File: src/design/pdv_pkg.sv
// Package for the periodic displacement variance block: field widths,
// step counts and the command and status bundles between controller and datapath.
// Depends on nothing; every other design file imports it.
package pdv_pkg;

   localparam int COORD_W    = 24;              // coordinate and box edge fields
   localparam int DISP_W     = COORD_W + 1;     // raw displacement
   localparam int FOLD_W     = COORD_W + 2;     // folding dividend, 2|d| + box
   localparam int ACC_W      = 28;              // frame sum
   localparam int SUM_W      = 38;              // sum of frame sums
   localparam int SQ_W       = 64;              // sum of squared frame sums
   localparam int SQR_W      = 2 * ACC_W;       // one squared frame sum
   localparam int HALF_W     = SUM_W / 2;       // partial product split
   localparam int PROD_W     = 32;              // split of the square sum for n * sum
   localparam int NUM_W      = 76;              // variance numerator
   localparam int FRAC_W     = 16;              // Q.16 scaling of the denominator
   localparam int SPREAD_W   = 31;
   localparam int SEEN_W     = 11;

   localparam int FOLD_STEPS = FOLD_W;          // one remainder bit per cycle
   localparam int DIV_STEPS  = NUM_W;           // one quotient bit per cycle
   localparam int CNT_W      = $clog2(NUM_W);

   localparam int IN_DATA_W  = ((9 * COORD_W + 7) / 8) * 8;
   localparam int OUT_DATA_W = ((3 * SPREAD_W + SEEN_W + 7) / 8) * 8;

   localparam int NEIGHBOR_COUNT_DEFAULT = 12;
   localparam int MAX_FRAMES_DEFAULT     = 1024;

   typedef struct packed {
      logic load;       // take a new item into the lanes
      logic fold_step;  // one step of the minimum-image remainder
      logic accum;      // add the folded displacement to the frame sum
      logic drop;       // frame rejected: clear the frame sum, flag overflow
      logic square;     // square the closed frame sum
      logic update;     // add the closed frame into the series
      logic mul0;       // variance numerator, partial products
      logic mul1;
      logic mul2;
      logic mul3;
      logic num_load;   // form the numerator and start the division
      logic div_step;   // one quotient bit
      logic finish;     // load the result register and clear the frame and series state
   } cmd_type;

   typedef struct packed {
      logic close;      // the current item closes a frame
      logic send;       // the current item ends the series
      logic full;       // the frame counter has reached its limit
   } status_type;

endpackage

File: src/design/pdv_ctrl.sv
// Controller: sequences one item through fold, accumulate and frame close, and
// at series end through the numerator products and the quotient loop.
// Depends on pdv_pkg.
module pdv_ctrl (
   input  logic                clock,
   input  logic                reset,
   input  pdv_pkg::status_type status,
   input  logic                req_tvalid,
   output logic                req_tready,
   output logic                rsp_tvalid,
   input  logic                rsp_tready,
   output pdv_pkg::cmd_type    cmd
);
   import pdv_pkg::*;

   typedef enum logic [12:0] {
      S_IDLE   = 13'b0000000000001,
      S_FOLD   = 13'b0000000000010,
      S_ACCUM  = 13'b0000000000100,
      S_DROP   = 13'b0000000001000,
      S_SQUARE = 13'b0000000010000,
      S_UPDATE = 13'b0000000100000,
      S_MUL0   = 13'b0000001000000,
      S_MUL1   = 13'b0000010000000,
      S_MUL2   = 13'b0000100000000,
      S_MUL3   = 13'b0001000000000,
      S_NUM    = 13'b0010000000000,
      S_DIV    = 13'b0100000000000,
      S_FINISH = 13'b1000000000000
   } state_type;

   state_type        state_ff, state_in;
   logic [CNT_W-1:0] cnt_ff, cnt_in;
   logic             rsp_valid_ff, rsp_valid_in;
   logic             slot_free;

   assign slot_free  = !rsp_valid_ff || rsp_tready;
   assign req_tready = (state_ff == S_IDLE);
   assign rsp_tvalid = rsp_valid_ff;

   always_comb begin
      state_in     = state_ff;
      cnt_in       = cnt_ff;
      rsp_valid_in = rsp_valid_ff && !rsp_tready;
      cmd          = '0;

      unique case (state_ff)
         S_IDLE: begin
            cnt_in = '0;
            if (req_tvalid) begin
               cmd.load = 1'b1;
               state_in = S_FOLD;
            end
         end
         S_FOLD: begin
            cmd.fold_step = 1'b1;
            cnt_in        = cnt_ff + CNT_W'(1);
            if (cnt_ff == CNT_W'(FOLD_STEPS - 1)) begin
               cnt_in   = '0;
               state_in = S_ACCUM;
            end
         end
         S_ACCUM: begin
            cmd.accum = 1'b1;
            if (!status.close) begin
               state_in = S_IDLE;
            end else if (status.full) begin
               state_in = S_DROP;
            end else begin
               state_in = S_SQUARE;
            end
         end
         S_DROP: begin
            cmd.drop = 1'b1;
            state_in = status.send ? S_MUL0 : S_IDLE;
         end
         S_SQUARE: begin
            cmd.square = 1'b1;
            state_in   = S_UPDATE;
         end
         S_UPDATE: begin
            cmd.update = 1'b1;
            state_in   = status.send ? S_MUL0 : S_IDLE;
         end
         S_MUL0: begin
            cmd.mul0 = 1'b1;
            state_in = S_MUL1;
         end
         S_MUL1: begin
            cmd.mul1 = 1'b1;
            state_in = S_MUL2;
         end
         S_MUL2: begin
            cmd.mul2 = 1'b1;
            state_in = S_MUL3;
         end
         S_MUL3: begin
            cmd.mul3 = 1'b1;
            state_in = S_NUM;
         end
         S_NUM: begin
            cmd.num_load = 1'b1;
            cnt_in       = '0;
            state_in     = S_DIV;
         end
         S_DIV: begin
            cmd.div_step = 1'b1;
            cnt_in       = cnt_ff + CNT_W'(1);
            if (cnt_ff == CNT_W'(DIV_STEPS - 1)) begin
               cnt_in   = '0;
               state_in = S_FINISH;
            end
         end
         S_FINISH: begin
            if (slot_free) begin
               cmd.finish   = 1'b1;
               rsp_valid_in = 1'b1;
               state_in     = S_IDLE;
            end
         end
         default: begin
            state_in = S_IDLE;
         end
      endcase
   end

   always_ff @(posedge clock) begin
      if (reset) begin
         state_ff     <= S_IDLE;
         cnt_ff       <= '0;
         rsp_valid_ff <= 1'b0;
      end else begin
         state_ff     <= state_in;
         cnt_ff       <= cnt_in;
         rsp_valid_ff <= rsp_valid_in;
      end
   end

endmodule

File: config.mk
export PLATFORM = sky130hd
export DESIGN_NAME = pdv_ctrl
export DESIGN_NICKNAME = d
export VERILOG_FILES = /design/src/design/pdv_pkg.sv /design/src/design/pdv_ctrl.sv
export SDC_FILE = /design/constraint.sdc
export NUM_CORES = 1
export LEC_CHECK = 0
export ABC_AREA = 1
export BUFFER_PORTS_ARGS = -buffer_cell sky130_fd_sc_hd__buf_4
export CORE_MARGIN = 3
export CORE_UTILIZATION = 55
export DETAILED_ROUTE_END_ITERATION = 6
export PLACE_DENSITY = 0.78
export SLEW_MARGIN = 20
export SYNTH_ARGS = -nofsm -noshare
export SYNTH_HDL_FRONTEND = slang
export SYNTH_SLANG_ARGS = --single-unit
File: constraint.sdc
create_clock -name clock -period 3.04 [get_ports clock]
set_input_delay 0.152 -clock clock [delete_from_list [all_inputs] [get_ports clock]]
set_output_delay 0.152 -clock clock [all_outputs]
set_load 0.01 [all_outputs]
Yosys cells after proc, flatten, opt, wreduce, memory -nomap -nowiden
Cells that the tools add are included.

storage, ports and cells
  output and inout bits = 15
  word-level logic and storage cells = 59
  bits in read-only memories = 0
  input bits = 7
  RAM bits = 0
  memories = 0
  latch bits = 0
  bits in registers = 21

cells by class
  add/subtract/negate cells = 1
  multiplexer cells = 28
  reductions and logical operators = 8
  shifts and indexed selects = 0
  divide/modulo/power cells = 0
  equal/unequal tests = 19
  $mul = 0
  order comparisons = 0
  bitwise gates (word level) = 0

operator list
  cell                  count
  $pmux 13 s12          1
  $mux 13               5
  $mux 7                3
  $pmux 7 s3            1
  $mux 1                17
  $eq 13x1->1 const B   1
  $eq 13x10->1 const B  1
  $eq 13x11->1 const B  1
  $eq 13x12->1 const B  1
  $eq 13x13->1 const B  1
  $eq 13x2->1 const B   1
  $eq 13x3->1 const B   1
  $eq 13x4->1 const B   1
  $eq 13x5->1 const B   1
  $eq 13x6->1 const B   1
  $eq 13x7->1 const B   1
  $eq 13x8->1 const B   1
  $eq 13x9->1 const B   1
  $ne 2x2->1 const B    4
  $add 7x1->7 const B   1
  $eq 7x5->1 const B    1
  $eq 7x7->1 const B    1
  $mux 5                1
  $reduce_and 4->1      1
  5 further kinds       7

Longest topological paths before layout
Gate-level depths: netlist of run 1.

  depth in word-level cells = 4
  depth in mapped cells = 12
  depth with buffers taken out = 12

Worst setup path before layout of run 1
OpenSTA, ideal clock, no wires.

  kind = flip-flop to flip-flop
  start point = register state_ff[7]
  end point = register state_ff[0]
  data arrival time = 1.279 ns
  clock period less this slack = 1.391 ns
  setup slack = 1.649 ns
  path buffers = 0
  data required time = 2.928 ns
  library setup time = 0.112 ns
  stages on the path, launching flop included = 13
  path through = dfxtp_1 nor2_4 nand2_4 nor2_8 nand2_4 inv_2 nand2_4 nand2_2 nor2_2 nand2_4 inv_4 nand2_1 nand2_1

on the way
  word-level cells in the longest chain between the ends = 3
  elaborated cells on any way between the ends = 20
  those cells by class = eq/ne: 17; mux: 1; reduce/logical: 2

RTL lines
  element                                                         RTL line         RTL
  from (decl)                                                     pdv_ctrl.sv:32   state_type state_ff, state_in;
  from (signal assigned)                                          pdv_ctrl.sv:133  state_ff <= state_in;
  $eq 13x6->1 (tied with other cells)                             pdv_ctrl.sv:47   unique case (state_ff)
  $reduce_or 2->1 (no source line) or $ne 2x2->1 (tied branches)  n/a
  $pmux 13 s12 or $reduce_and 4->1 (tied branches)                n/a

Several ways; a longest one is shown, not always the timed one.
A chain may end at the register's enable or synchronous reset.

==> results of run 1 <==
[routing by layer]
layer | global-route usage (%) | share of wire [%] | up-vias
met5 | 0 | 0 | -
met4 | 7.616 | 1.2 | 0
met3 | 3.394 | 3.8 | 4
met2 | 33.12 | 47 | 22
met1 | 24.03 | 48 | 588
li1 | - | - | 703
[registers in the layout, summed over array words and instances, names as in the netlist]
name / count
state_ff: 13
cnt_ff: 7
rsp_tvalid: 1
[synth_stat cells (5+ instances only)]
cell	instances	area [um^2]
inv_1	37	138.9
nand3_2	6	60.06
nor3_1	8	40.04
dfxtp_1	21	420.4
nand2_4	5	56.30
nand3_1	13	65.06
nand2_2	6	37.54
inv_2	12	45.04
nand2_1	40	150.1
nor2_2	5	31.28
nor2_1	34	127.6
[per-stage QoR]
stage	std cells	util, %
after floorplan	216	-
after global placement	264	69.14
after detailed placement	264	69.14
after CTS	268	70.32
after global routing	268	70.32
final	268	70.32
[kinds of logic (layout without fill, tap and decap cells)]
family                     after synthesis  after routing  share of synthesized area, %
DFF                                     21             21                         29.42
buffers and inverters                   51             75                         13.57
and+or+nand+nor                        130            130                         48.69
adders and majority gates                2              2                         1.751
xor gates and xnor gates                 5              5                         3.065
AOI/OAI and AO/OA                        7              7                         3.503
[worst paths after layout]
check / startpoint / end / slack, ns / cells after the start
max reg2reg: state_ff[10] / state_ff[0] / 1.48 / 10
max: state_ff[2] / cmd[11] / 1.38 / 6
min: status[0] / state_ff[4] / 0.02 / 2
min reg2reg: state_ff[1] / state_ff[1] / 0.57 / 4
[worst max-delay path: stages, from the launching register on]
cell and delay, ns:
dfxtp_1 0.35, inv_1 0.08, nand2_1 0.08, nor3_1 0.33, nand2_1 0.13, inv_1 0.11, buf_4 0.13
[power by group]
| part | leakage, nW | total [mW] | switching [mW] | internal, mW |
|---|---|---|---|---|
| combinational | 0.748 | 0.622 | 0.407 | 0.215 |
| sequential | 0.170 | 0.338 | 0.0300 | 0.308 |
| clock | 0.0177 | 0.134 | 0.0847 | 0.0490 |
| total | 0.936 | 1.09 | 0.522 | 0.572 |
[final cells by class]
class / count / area, um^2 / area share, %
flip-flops and latches: 21 / 420.4 / 25.55
multi-input cells: 144 / 814.5 / 49.51
clock inverters: 1 / 5.005 / 0.3042
repair buffers: 21 / 157.7 / 9.582
clock buffers: 3 / 22.52 / 1.369
inverters: 50 / 190.2 / 11.56
well taps: 28 / 35.03 / 2.129
==> impl_metrics.toml, run 1 <==
[floorplanning]
die_w_um = 56.97
initial_core_util_pct = 61.07
coreArea_um2 = 2340
dieArea_um2 = 3246
ios = 22
fp-row-count = 17
die_h_um = 56.97

[detailed_routing]
drt-pass1-iter-count = 4
vias = 1317
drc = 0
drt_iter0_markers = 37
viasPerCell = 4.914
wire_per_inst_um = 10.90
routed_wl_um = 2922
antenna_left = 0

[cts]
numCtsBuffers = 3
cts_hold_buf = 0
cts_root_buffer = "clkbuf_4"
post_cts_buffers = 0
cts.htree.levels = 1
clkSinkCount = 21
clock_path_buffers = 2
cts_tree = "built"
cts_resized = 0
clk_latency_ns = 0.30
clk_pin_slew_ns = 0.12

[status]
status = "complete, no violations"

[critical_path]
path_class = "reg -> out"
arrival_ns = 1.51
worstPathMaxFanout = 3
worstSetupEndpointType = "output pin"
critical_path_required_ns = 2.89
worstSetupStartpointType = "flip-flop"

[power_and_ir_drop]
ir_drop_mv = 0.5414
powerDensity_nw_per_um2 = 664.9
power_mw = 1.094
leakagePower_nw = 0.9361

[placed_design]
port_buffers = 21
dp_slack_ns = 1.461
dp_hpwl_um = 2419
dpl_cell_area_um2 = 1618
place.gp.congestion = 0.8777

[timing]
fin_crit_ns = 1.658
finalSetupViolCount = 0
finalCritPeriodShare_pct = 54.54
worst_slew_pin_slew_ns = 0.5049
max_freq_ghz = 0.6031
worst_clock_skew_ns = 0.006163
finalMaxSlewViolations = 0
timing.hold.ws_ns = 0.01784
tns_ns = 0
fin_ws_ns = 1.382
max_slew_margin_pct = 66.31
finalHoldViolations = 0
rsz0062_at_grt = "no"

[synth]
synthFlopType = "dfxtp_1"
synthesis.area_um2 = 1429
syn_area_per_cell_um2 = 6.615
yosysWarnings = 0
synth_nets = 225
synth.ff_latch_count = 21
ys_types = 27
yosysSeqAreaShare_pct = 29.42
async_flop_share_pct = 0
synth_edf_count = 0
netlist_instances = 216

[cells_and_area]
final_area_um2 = 1645
nNetsFinal = 250
area_growth_pct = 15.15
drive_gt1_share_pct = 27.92
layout_common_cells = "nand2_1, inv_1, nor2_1"
antennaDiodeCount = 0
final_common_cell = "nand2_1"
fillers = 215

[flow_run]
max_cap_violations = 0

[global_route]
antenna_found_initial = 0
grtUsageTotal_pct = 19.36
grt_pass1_vias = 1231
grt_max_degree = 13
gr-total-overflow = 0
grt_pass1_wl_um = 5037

[hold_path]
min_path_type = "in -> reg"
Power figures use the tool's default switching activity.
==> run 2: changes to the inputs <==
--- a/config.mk
+++ b/config.mk
@@ -5,12 +5,12 @@
 export SDC_FILE = /design/constraint.sdc
 export NUM_CORES = 1
 export LEC_CHECK = 0
-export ABC_AREA = 1
+export ABC_AREA = 0
 export BUFFER_PORTS_ARGS = -buffer_cell sky130_fd_sc_hd__buf_4
 export CORE_MARGIN = 3
-export CORE_UTILIZATION = 55
+export CORE_UTILIZATION = 50
 export DETAILED_ROUTE_END_ITERATION = 6
-export PLACE_DENSITY = 0.78
+export PLACE_DENSITY = 0.75
 export SLEW_MARGIN = 20
 export SYNTH_ARGS = -nofsm -noshare
 export SYNTH_HDL_FRONTEND = slang
==> constraint.sdc (replaced) <==
create_clock -name clock -period 1.3 [get_ports clock]
set_input_delay 0.065 -clock clock [delete_from_list [all_inputs] [get_ports clock]]
set_output_delay 0.065 -clock clock [all_outputs]
set_load 0.01 [all_outputs]
==> run 2 against run 1 <==
  * The run now fails in 5_1_grt
  * Area after synthesis fell by 7.2%
  * Synthesized cell count shrank 26%
==> impl_metrics.toml, run 2 <==
[floorplanning]
die_h_um = 57.50
fp-row-count = 18
die_w_um = 57.50
ios = 22
initial_core_util_pct = 53.05

[synth]
async_flop_share_pct = 0
synth_nets = 168
synth-xor-area-share_pct = 7.264
ys_top_cells_by_count = "dfxtp_1, nor3_1, nor2_1"
synthFlopType = "dfxtp_1"
synthMuxAreaShare_pct = 0
synth_edf_count = 0
synth_fa_ha_area_share_pct = 1.887
yosysWarnings = 0
synth_top_family_by_area = "simple AND/OR/NAND/NOR gates"
ys_types = 42
synthesis.area_um2 = 1326
synth_top_area_cell = "dfxtp_1"
synth.ff_latch_count = 21
synth_top_area_share_pct = 31.70
synthSimpleGateAreaFrac_pct = 44.06
synth_compound_area_share_pct = 9.151
netlist_instances = 159
synthTopCellsByArea = "dfxtp_1, nor3_1, nor4b_1"
yosysSeqAreaShare_pct = 31.70
synth_most_common_cell = "dfxtp_1"
syn_area_per_cell_um2 = 8.341

[global_route]
grt_max_degree = 14

[status]
stop_error = "[ERROR DPL-0038] Utilization greater than 100%, impossible to legalize"
status = "did not finish"
outcome.stop_stage = "5_1_grt"

[timing]
worstEndpointGrtRepair = "cmd[4]"
worstEpCategory = "primary output"

[cts]
numCtsBuffers = 3
clkSinkCount = 21
cts_root_buffer = "clkbuf_4"
clock_path_buffers = 2
cts.htree.levels = 1

[placed_design]
dp_hpwl_um = 3298
port_buffers = 21
place.gp.congestion = 0.9496
dp_slack_ns = -0.5017
==> run 2: cell count changes after synthesis, sizes merged, moves of 8 or more <==
| cell | change |
|---|---|
| inv | -41 |
| nand2 | -49 |
| nand3 | -13 |
| nor2 | -30 |
| nor3 | +9 |
| nor4 | +8 |
| nor4b | +9 |
==> run 2: kinds of logic after synthesis <==
group | count (synthesis)
and+or+nand+nor | 90
DFF | 21
buffers and inverters | 19
AOI/OAI and AO/OA | 16
xor gates and xnor gates | 11
adders and majority gates | 2
==> run 2: per-stage QoR <==
stage	hold WS, ns	area (um^2)	utilization (%)	cells
2_1_floorplan	0.1423	1435	-	159
3_3_place_gp	0.2442	1953	78.13	252
3_5_place_dp	0.2461	1953	78.13	252
4_1_cts	0.03124	2370	94.79	276
==> run 2: what timing repair did <==
item                                    in CTS
endpoints found under the hold margin        2
pin swaps                                   23
endpoints found under the setup margin      35
gates resized for setup                     53
hold buffers                                 2
buffers inserted                            18
==> run 3: changes to the inputs <==
--- a/config.mk
+++ b/config.mk
@@ -7,10 +7,10 @@
 export LEC_CHECK = 0
 export ABC_AREA = 0
 export BUFFER_PORTS_ARGS = -buffer_cell sky130_fd_sc_hd__buf_4
-export CORE_MARGIN = 3
-export CORE_UTILIZATION = 50
+export CORE_AREA = 3 3 64 66
 export DETAILED_ROUTE_END_ITERATION = 6
-export PLACE_DENSITY = 0.75
+export DIE_AREA = 0 0 67 69
+export PLACE_DENSITY_LB_ADDON = 0.15
 export SLEW_MARGIN = 20
 export SYNTH_ARGS = -nofsm -noshare
 export SYNTH_HDL_FRONTEND = slang
==> constraint.sdc (replaced) <==
create_clock -name clock -period 1.7 [get_ports clock]
set_input_delay 0.085 -clock clock [delete_from_list [all_inputs] [get_ports clock]]
set_output_delay 0.085 -clock clock [all_outputs]
set_load 0.01 [all_outputs]
==> run 3 against run 2 <==
  * The flow now finishes, with violations (negative setup slack)
  * Synthesized cell count is the same
  * Area after synthesis is the same
==> impl_metrics.toml, run 3 <==
[status]
status = "finished, violations left"
failed_checks = "negative setup slack"

[detailed_routing]
drt-pass1-iter-count = 4
antenna_left = 0
viasPerCell = 5.357
drt_iter0_markers = 39
vias = 1575
routed_wl_um = 4853
wire_per_inst_um = 16.51
drc = 0

[synth]
yosysSeqAreaShare_pct = 31.70
synth_top_area_share_pct = 31.70
syn_area_per_cell_um2 = 8.341
ys_types = 42
synth_fa_ha_area_share_pct = 1.887
synth_compound_area_share_pct = 9.151
netlist_instances = 159
synthFlopType = "dfxtp_1"
synth_edf_count = 0
synth.ff_latch_count = 21
ys_top_cells_by_count = "dfxtp_1, nor3_1, nor2_1"
synthTopCellsByArea = "dfxtp_1, nor3_1, nor4b_1"
async_flop_share_pct = 0
synth_top_family_by_area = "simple AND/OR/NAND/NOR gates"
synth_nets = 168
synthSimpleGateAreaFrac_pct = 44.06
synth_top_area_cell = "dfxtp_1"
synth-xor-area-share_pct = 7.264
synthMuxAreaShare_pct = 0
synth_most_common_cell = "dfxtp_1"
yosysWarnings = 0
synthesis.area_um2 = 1326

[floorplanning]
coreArea_um2 = 3633
ios = 22
initial_core_util_pct = 36.50
dieArea_um2 = 4623
die_h_um = 69
die_w_um = 67
fp-row-count = 22

[flow_run]
max_cap_violations = 0

[cts]
cts_root_buffer = "clkbuf_8"
cts_tree = "built"
clkSinkCount = 21
clock_path_buffers = 2
clk_latency_ns = 0.27
cts.htree.levels = 1
numCtsBuffers = 3
clk_pin_slew_ns = 0.08

[global_route]
antenna_found_initial = 0
grtUsageTotal_pct = 21.26
grt_max_degree = 15
grt_pass1_wl_um = 7734
grt_pass1_vias = 1667
gr-total-overflow = 0

[timing]
finalCritPeriodShare_pct = 121.0
rsz0062_at_grt = "yes"
worst_slew_pin_slew_ns = 0.4182
fin_ws_ns = -0.3573
max_slew_margin_pct = 72.02
worst_clock_skew_ns = 0.003709
fin_crit_ns = 2.057
finalSetupViolCount = 30
finalMaxSlewViolations = 0
tns_ns = -5.082
finalHoldViolations = 0
max_freq_ghz = 0.4861

[power_and_ir_drop]
powerDensity_nw_per_um2 = 590.4
internal_power_mw = 0.9999
sw_frac_of_total_pct = 32.70
ir_drop_mv = 0.3569
comb_power_share_pct = 41.8
pwr-share-seq_pct = 35.0
clkPwrFrac_pct = 23.3
switching_power_mw = 0.4857
leakagePower_nw = 1.017

[placed_design]
dp_hpwl_um = 3105
place.gp.congestion = 0.8813
dp_slack_ns = -0.1614
port_buffers = 21
dp_cells = 265
dpl_cell_area_um2 = 1869

[cells_and_area]
area_growth_pct = 89.72
layout_common_cells = "buf_4, buf_6, dfxtp_1"
nNetsFinal = 256
largest_reg_flops = 13
antennaDiodeCount = 0
final_area_um2 = 2516
final_common_cell = "buf_4"
top_register = "state_ff"
drive_gt1_share_pct = 62.60
finalNonFillerCells = 294

[critical_path]
worstSetupEndpointType = "output pin"
worstPathMaxFanout = 4
critical_path_required_ns = 1.62
path_class = "reg -> out"
arrival_ns = 1.97
worstSetupStartpointType = "flip-flop"

[hold_path]
min_path_type = "in -> reg"
-- run 3: cell counts after synthesis --
Identical to the previous run, type by type.
-- run 3: final cells by class --
class | instances | area, um^2
Tap cell | 48 | 60.06
Fill cell | 263 | 1117
Multi-Input combinational cell | 119 | 1170
Inverter | 9 | 33.78
Sequential cell | 21 | 439.2
Timing Repair Buffer | 93 | 768.2
Clock buffer | 4 | 45.04
-- run 3: stage by stage --
stage,hold WS [ns],power (mW),utilization [%]
detailed placement,0.2665,0.8993,51.45
finish,0.06436,1.486,69.25
global placement,0.2650,0.8950,51.45
global route,0.07032,1.554,69.25
CTS,0.06073,1.411,65.12
floorplan,0.1623,0.7256,-
-- run 3: worst paths after layout --
kind | start | end | slack [ns] | cells after the start
worst max-delay path | state_ff[1] | cmd[4] | -0.36 | 4
worst max register to register | state_ff[1] | state_ff[0] | -0.28 | 6
worst min-delay path | status[1] | state_ff[6] | 0.06 | 3
worst min register to register | rsp_tvalid | rsp_tvalid | 0.50 | 2
-- run 3: kinds of logic after synthesis --
logic type               Yosys count
buffers and inverters             19
flip-flops                        21
XOR/XNOR                          11
adder cells (fa/ha/maj)            2
AO/OA/AOI/OAI                     16
AND/OR/NAND/NOR                   90
-- run 3: power by group through the flow --
| stage | clock network, mW | logic, mW | registers [mW] |
|---|---|---|---|
| 4_1_cts | 0.343 | 0.549 | 0.520 |
| 3_3_place_gp | 0 | 0.358 | 0.537 |
| 5_1_grt | 0.375 | 0.658 | 0.521 |
| 2_1_floorplan | 0 | 0.194 | 0.531 |
| 6_report | 0.346 | 0.620 | 0.520 |
| 3_5_place_dp | 0 | 0.361 | 0.539 |
-- run 3: per-layer routing --
layer / wire length, um / track usage, % / up-vias
met1: 1910 / 24.02 / 765
met4: 102 / 7.883 / 0
met5: 0 / 0 / -
met2: 2705 / 39.19 / 37
met3: 134 / 2.443 / 8
li1: - / - / 765
-- run 3: repair_timing --
| action | 4_1_cts | 5_1_grt |
|---|---|---|
| endpoints found under the hold margin | 1 | 0 |
| buffers inserted | 21 | 3 |
| pin swaps | 29 | 17 |
| setup endpoints to repair | 30 | 31 |
| resized for setup | 62 | 26 |
| hold buffers | 1 | 0 |
-- run 3: worst max-delay path, cell delays in order, from the launching register on --
cell     delay, ns
dfxtp_4       0.35
or4_4         0.52
or4_4         0.53
nor3b_2       0.17
buf_4         0.14
